$ cat config.mk
export PLATFORM = sky130hd
export DESIGN_NAME = ice_round
export DESIGN_NICKNAME = d
export VERILOG_FILES = /design/src/hw/rtl/ice_pkg.sv /design/src/hw/rtl/ice_round.sv
export SDC_FILE = /design/constraint.sdc
export NUM_CORES = 2
export LEC_CHECK = 0
export ABC_CLOCK_PERIOD_IN_PS = 6700
export BUFFER_PORTS_ARGS = -buffer_cell sky130_fd_sc_hd__buf_4
export CELL_PAD_IN_SITES_DETAIL_PLACEMENT = 0
export CELL_PAD_IN_SITES_GLOBAL_PLACEMENT = 2
export CORE_MARGIN = 5
export CORE_UTILIZATION = 37
export CTS_CLUSTER_SIZE = 25
export DETAILED_ROUTE_END_ITERATION = 10
export PLACE_DENSITY_LB_ADDON = 0.1
export SKIP_CTS_REPAIR_TIMING = 1
export SLEW_MARGIN = 10
export SYNTH_ARGS = -nofsm -noshare
export SYNTH_HDL_FRONTEND = slang
export SYNTH_SLANG_ARGS = --single-unit
$ cat constraint.sdc
create_clock -name clk -period 6.7 [get_ports clk]
set_input_delay 0.67 -clock clk [delete_from_list [all_inputs] [get_ports clk]]
set_output_delay 0.67 -clock clk [all_outputs]
set_load 0.03 [all_outputs]
$ cat src/hw/rtl/ice_pkg.sv
// ----------------------------------------------------------------------------
// ice_pkg
// Constants, types and helper functions shared by the Thin-ICE cipher RTL.
// ----------------------------------------------------------------------------
package ice_pkg;

    localparam int RoundCount = 8;
    localparam int BoxCount   = 4;

    typedef logic [19:0]                 subkey_t;
    typedef logic [2:0][19:0]            rkey_t;
    typedef logic [RoundCount-1:0][2:0][19:0] sched_t;

    typedef enum logic
    {
        OP_ENCRYPT = 1'b0,
        OP_DECRYPT = 1'b1
    } op_t;

    // Register map, word index in paddr[2]
    localparam logic REG_KEY_HIGH = 1'b0;
    localparam logic REG_KEY_LOW  = 1'b1;

    localparam logic [31:0] KEY_HIGH_RST = 32'h51F30F11;
    localparam logic [31:0] KEY_LOW_RST  = 32'h04246A00;

    localparam logic [8:0] SB_MOD [BoxCount][4] = '{
        '{9'd333, 9'd313, 9'd505, 9'd369},
        '{9'd379, 9'd375, 9'd319, 9'd391},
        '{9'd361, 9'd445, 9'd451, 9'd397},
        '{9'd397, 9'd425, 9'd395, 9'd505}
    };

    localparam logic [7:0] SB_XOR [BoxCount][4] = '{
        '{8'h83, 8'h85, 8'h9B, 8'hCD},
        '{8'hCC, 8'hA7, 8'hAD, 8'h41},
        '{8'h4B, 8'h2E, 8'hD4, 8'h33},
        '{8'hEA, 8'hCB, 8'h2E, 8'h04}
    };

    // destination bit of each source bit of the P-box
    localparam logic [4:0] PERM_POS [32] = '{
        5'd0,  5'd7,  5'd10, 5'd13, 5'd19, 5'd21, 5'd24, 5'd30,
        5'd3,  5'd5,  5'd8,  5'd14, 5'd16, 5'd23, 5'd26, 5'd29,
        5'd2,  5'd4,  5'd9,  5'd15, 5'd17, 5'd22, 5'd27, 5'd28,
        5'd1,  5'd6,  5'd11, 5'd12, 5'd18, 5'd20, 5'd25, 5'd31
    };

    localparam logic [1:0] ROT_ORDER [RoundCount] = '{
        2'd0, 2'd1, 2'd2, 2'd3, 2'd2, 2'd1, 2'd3, 2'd0
    };

    // GF(2^8) multiply with a per-row modulus
    function automatic logic [7:0] gf_mul(input logic [7:0] a, input logic [7:0] b,
                                          input logic [8:0] m);
        logic [8:0] acc;
        logic [7:0] res;
        res = '0;
        acc = {1'b0, a};
        for (int n = 0; n < 8; n++)
        begin
            if (b[n])
            begin
                res = res ^ acc[7:0];
            end
            acc = {acc[7:0], 1'b0};
            if (acc[8])
            begin
                acc = acc ^ m;
            end
        end
        return res;
    endfunction

    function automatic logic [31:0] perm32(input logic [31:0] x);
        logic [31:0] res;
        res = '0;
        for (int n = 0; n < 32; n++)
        begin
            res[PERM_POS[n]] = x[n];
        end
        return res;
    endfunction

    // Key schedule: pure wiring of key bits, some inverted
    function automatic sched_t derive_keys(input logic [31:0] hi, input logic [31:0] lo);
        sched_t           sk;
        logic [3:0][15:0] kw;
        logic [1:0]       t;
        logic             bt;
        kw[3] = hi[31:16];
        kw[2] = hi[15:0];
        kw[1] = lo[31:16];
        kw[0] = lo[15:0];
        sk    = '0;
        for (int r = 0; r < RoundCount; r++)
        begin
            for (int j = 0; j < 15; j++)
            begin
                for (int k = 0; k < 4; k++)
                begin
                    t  = ROT_ORDER[r] + 2'(k);
                    bt = kw[t][0];
                    sk[r][j % 3] = {sk[r][j % 3][18:0], bt};
                    kw[t] = {~bt, kw[t][15:1]};
                end
            end
        end
        return sk;
    endfunction

endpackage

$ cat src/hw/rtl/ice_round.sv
// ----------------------------------------------------------------------------
// ice_round
// One Feistel round in two register stages: key mix and first S-box
// products, then the remaining products, P-box and half swap.
// ----------------------------------------------------------------------------
module ice_round import ice_pkg::*;
(
    input  logic        clk,
    input  logic        rst_n,
    input  logic        up_valid,
    output logic        up_stall,
    input  logic        op,
    input  logic [31:0] half_a,
    input  logic [31:0] half_b,
    input  rkey_t       sk_fwd,
    input  rkey_t       sk_rev,
    output logic        dn_valid,
    input  logic        dn_stall,
    output logic        dn_op,
    output logic [31:0] dn_half_a,
    output logic [31:0] dn_half_b
);

    logic                        a_valid_reg;
    logic                        a_op_reg;
    logic [31:0]                 a_keep_reg;
    logic [31:0]                 a_mix_reg;
    logic [BoxCount-1:0][7:0]    a_base_reg;
    logic [BoxCount-1:0][7:0]    a_cube_reg;
    logic [BoxCount-1:0][1:0]    a_row_reg;

    logic                        b_valid_reg;
    logic                        b_op_reg;
    logic [31:0]                 b_half_a_reg;
    logic [31:0]                 b_half_b_reg;

    logic                        a_en;
    logic                        b_en;
    rkey_t                       sk;
    logic [19:0]                 hl;
    logic [19:0]                 hr;
    logic [19:0]                 sel;
    logic [19:0]                 wl;
    logic [19:0]                 wr;
    logic [BoxCount-1:0][9:0]    idx;
    logic [BoxCount-1:0][7:0]    base_next;
    logic [BoxCount-1:0][7:0]    cube_next;
    logic [BoxCount-1:0][1:0]    row_next;
    logic [31:0]                 f_word;

    assign b_en     = !b_valid_reg || !dn_stall;
    assign a_en     = !a_valid_reg || b_en;
    assign up_stall = !a_en;

    // Stage A: expand, key mix, x^2 and x^3
    always_comb
    begin
        logic [7:0] sq;
        sk  = (op == OP_DECRYPT) ? sk_rev : sk_fwd;
        hl  = {half_b[1:0], half_b[31:24], half_b[25:16]};
        hr  = {half_b[17:8], half_b[9:0]};
        sel = sk[2] & (hl ^ hr);
        wr  = sel ^ hr ^ sk[1];
        wl  = sel ^ hl ^ sk[0];
        idx[0] = wl[19:10];
        idx[1] = wl[9:0];
        idx[2] = wr[19:10];
        idx[3] = wr[9:0];
        for (int i = 0; i < BoxCount; i++)
        begin
            row_next[i]  = {idx[i][9], idx[i][0]};
            base_next[i] = idx[i][8:1] ^ SB_XOR[i][row_next[i]];
            sq           = gf_mul(base_next[i], base_next[i], SB_MOD[i][row_next[i]]);
            cube_next[i] = gf_mul(base_next[i], sq, SB_MOD[i][row_next[i]]);
        end
    end

    // Stage B: x^6, x^7, P-box
    always_comb
    begin
        logic [7:0] x6;
        logic [7:0] x7;
        f_word = '0;
        for (int i = 0; i < BoxCount; i++)
        begin
            x6 = gf_mul(a_cube_reg[i], a_cube_reg[i], SB_MOD[i][a_row_reg[i]]);
            x7 = gf_mul(a_base_reg[i], x6, SB_MOD[i][a_row_reg[i]]);
            f_word = f_word | perm32(32'(x7) << (8 * (BoxCount - 1 - i)));
        end
    end

    always_ff @(posedge clk or negedge rst_n)
    begin
        if (!rst_n)
        begin
            a_valid_reg <= 1'b0;
            b_valid_reg <= 1'b0;
        end
        else
        begin
            if (a_en)
            begin
                a_valid_reg <= up_valid;
            end
            if (b_en)
            begin
                b_valid_reg <= a_valid_reg;
            end
        end
    end

    always_ff @(posedge clk)
    begin
        if (a_en && up_valid)
        begin
            a_op_reg   <= op;
            a_keep_reg <= half_b;
            a_mix_reg  <= half_a;
            a_base_reg <= base_next;
            a_cube_reg <= cube_next;
            a_row_reg  <= row_next;
        end
        // swap halves on the way out
        if (b_en && a_valid_reg)
        begin
            b_op_reg     <= a_op_reg;
            b_half_a_reg <= a_keep_reg;
            b_half_b_reg <= a_mix_reg ^ f_word;
        end
    end

    assign dn_valid  = b_valid_reg;
    assign dn_op     = b_op_reg;
    assign dn_half_a = b_half_a_reg;
    assign dn_half_b = b_half_b_reg;

    a_stage_holds: assert property (@(posedge clk) disable iff (!rst_n)
        a_valid_reg && !b_en |=> a_valid_reg && $stable(a_mix_reg))
        else $error("stage A dropped a stalled word");

    b_stage_holds: assert property (@(posedge clk) disable iff (!rst_n)
        b_valid_reg && dn_stall |=> b_valid_reg && $stable(b_half_b_reg))
        else $error("stage B changed a stalled word");

    stall_from_back: assert property (@(posedge clk) disable iff (!rst_n)
        up_stall |-> a_valid_reg && b_valid_reg && dn_stall)
        else $error("round stalled with room to advance");

endmodule

==> summary.md <==
| Metric | Value |
|---|---|
| Tot GR Track Use | `between 20% and 30%` |
| Layout cells sized above 1 | `16.5%` |
| Max_cap viols | `0` |
| Placed inst area | `42800 µm²` |
| Clock tree buffer depth | `3` |
| HPWL Detailed | `107000 µm` |
| Register Area | `6120 µm²` |
| Initial antenna violation count | `2` |
| Worst skew pair latency | `0.66 ns` |
| Core Rows | `115` |
| Initial Utilization | `37.3%` |
| Multi-input gate area | `29300 µm²` |
| H-Tree Depth | `1` |
| Die footprint | `106000 µm²` |
| CTS tree | `yes` |
| Commonest non-fill, non-tap cell in the layout | `xnor2_1` |
| Ys Warns | `0` |
| Worst setup SP type | `input port` |
| Synth Flop Type | `edfxtp_1` |
| Vias per cell | `5.29` |
| Root Driver | `clkbuf_16` |
| Syn nets | `5231` |
| Num ports | `256` |
| Worst Path Required | `7.09 ns` |
| # diodes | `0` |
| WL/cell | `roughly 20 µm` |
| RSZ-0062 raised after global routing | `no` |
| Hold depth | `1` |
| HP Class | `in -> reg` |
| Netlist cell types | `slightly above 100` |
| Ys async rst share | `0.980%` |
| CP endpoint kind | `flip-flop` |
| # fillers | `10.2k` |
| Status | `finished, final reports clean` |
| Cells after synthesis | `slightly above 5k` |
| Critical path arrival | `6.43 ns` |
| Rel. slew slack | `21.5%` |
| Worst slew pin tran | `around 1.2 ns` |
| Fin. max-slew vios | `0` |
| Share of the synthesized area in the top cell type | `25.3%` |
| Post-Syn Area per Cell | `7.32 µm²` |
| Port Buffers | `roughly 260` |
| Die H | `325 µm` |
| Vias | `around 36k` |
| Clk slew on worst S/H paths | `0.07 ns` |
| Final Cycle Share | `90.2%` |
| DR iter-0 viols | `2452` |
| Synthesized flop and latch total | `just over 200` |
| DRC viols | `0` |
| Post-route ant nets | `0` |
| Cts bufs inserted | `30` |
| FMAX | `166 MHz` |
| Post-Route WL | `138000 µm` |
| Most frequent cells in the layout | `xnor2_1, nand2_1, buf_4, nor2_1, xor2_1` |
| CP Max Fanout | `9` |
| Gpl congestion | `0.928` |
| Final setup viols | `0` |
| Area contributors post-synth | `xnor2_1, edfxtp_1, nand2_1, xor2_1, nor2_1` |
| Pin count of the biggest net entering global routing | `55` |
| Die X | `between 300 and 400 µm` |
| Area of the mapped netlist | `36800 µm²` |
| Fin nets | `5652` |
| First-pass GRT wire length | `212000 µm` |
| Cell taking the most area after synthesis | `xnor2_1` |
| Vias in the first global route | `34.7k` |
| Layout area overhead | `19.2%` |
| Drt pass-1 iters | `5` |
| Post-synth EDFFs | `202` |
| Final Critical Period | `6.04 ns` |
| Core ar. | `a little under 100000 µm²` |
| Final Instance Area | `43800 µm²` |
| Clock Skews | `0.0672 ns` |
| Hold Vio Cnt, Final | `0` |
| Worst Reg-to-Reg Cells | `18` |
| CTS sink count | `204` |
| Kind of critical path | `in -> reg` |
| Post-synthesis sequential area ratio | `16.6%` |
| Congestion Overflow GR | `0` |
-- critical path, stage by stage --
cell and delay, ns:
buf_4 0.13, mux2i_4 0.26, mux2i_2 0.39, xnor2_4 0.14, ha_1 0.24, xnor2_1 0.24
xor2_2 0.25, inv_2 0.13, nor4_2 0.36, buf_4 0.18, nor4_4 0.04, buf_4 0.20
nor2_1 0.40, nand4_1 0.15, o2111ai_1 0.14, xnor3_1 0.54, nand2_1 0.14, xnor3_1 0.25
xnor2_1 0.30, nand2_1 0.14, xor2_2 0.18, buf_4 0.19, nand2_1 0.08, xnor2_1 0.22
xnor2_1 0.17, xnor3_1 0.32
-- Yosys cell counts, types with 10 or more instances --
master       n
a32oi_1     20
edfxtp_1   202
mux2_2      16
buf_1       46
a21boi_0    11
nand2_1    752
o211ai_1    48
o22ai_1     55
nor2b_1     73
o21ai_0    277
a21o_1      12
nor3_1      92
xnor3_1     31
nand2b_1    47
a211oi_1    43
mux2i_1    146
xnor2_1   1062
inv_1       71
a221oi_1    16
nand3_1     77
o31ai_1     17
or3_1       21
and2_1      27
ha_1        15
or2_2       12
clkbuf_1   255
a22oi_1     25
and3_1      22
xor2_1     309
o21a_1      10
o221ai_1    11
xnor2_2     12
a31oi_1     41
a21oi_1    282
o32ai_1     18
nor2_1     622
buf_2       20
-- path summary, 6_finish.rpt --
path | startpoint | endpoint | slack [ns]
setup / recovery | op | a_cube_reg[17] | 0.66
max in group asynchronous | rst_n | a_valid_reg | 6.22
min in group asynchronous | rst_n | a_valid_reg | 0.39
setup reg to reg | a_cube_reg[5] | dn_half_b[6] | 0.93
hold reg to reg | a_keep_reg[6] | dn_half_a[6] | 0.42
hold / removal | half_a[16] | a_mix_reg[16] | 0.18
-- metrics by stage --
stage	setup TNS (ns)	utilization, %	setup WS, ns	cells	hold slack, ns
after global placement	0	43.4	0.0459	6702	0.401
after detailed placement	0	43.4	0.0236	6702	0.405
after global routing	0	44.5	0.252	6758	0.159
final	0	44.5	0.659	6758	0.184
after floorplan	-0.0289	-	-0.0289	5027	0.374
after CTS	0	44.5	0.680	6757	-0.199
-- layer usage --
layer / share of wire, % / up-vias / wire (µm) / GRT usage [%]
met2: 47 / 985 / 64700 / 42.7
met5: 0.014 / - / 20 / 0
li1: - / 17900 / - / -
met4: 2.5 / 2 / 3390 / 5.49
met3: 5.0 / 156 / 6860 / 2.85
met1: 46 / 16700 / 63000 / 34.2
-- cell type report --
cell class	count	area share (%)
Timing Repair Buffer	720	12.4
Sequential cell	204	13.9
Inverter	89	0.762
Multi-Input combinational cell	4403	66.8
Clock buffer	32	1.73
Tap cell	1287	3.67
Clock inverter	23	0.631
-- logic make-up after synthesis --
| logic type | count (synthesis) | synth area share, % |
|---|---|---|
| xor+xnor | 1424 | 35.6 |
| flops | 204 | 16.6 |
| simple gates | 1803 | 21.0 |
| compound gates | 989 | 16.9 |
| buf+inv | 420 | 4.51 |
| mux | 169 | 4.82 |
| fa+ha+maj | 18 | 0.592 |
Power is left out: the tool's default activity adds up to more than one toggle a clock period on the data nets, which glitch-free logic cannot reach.
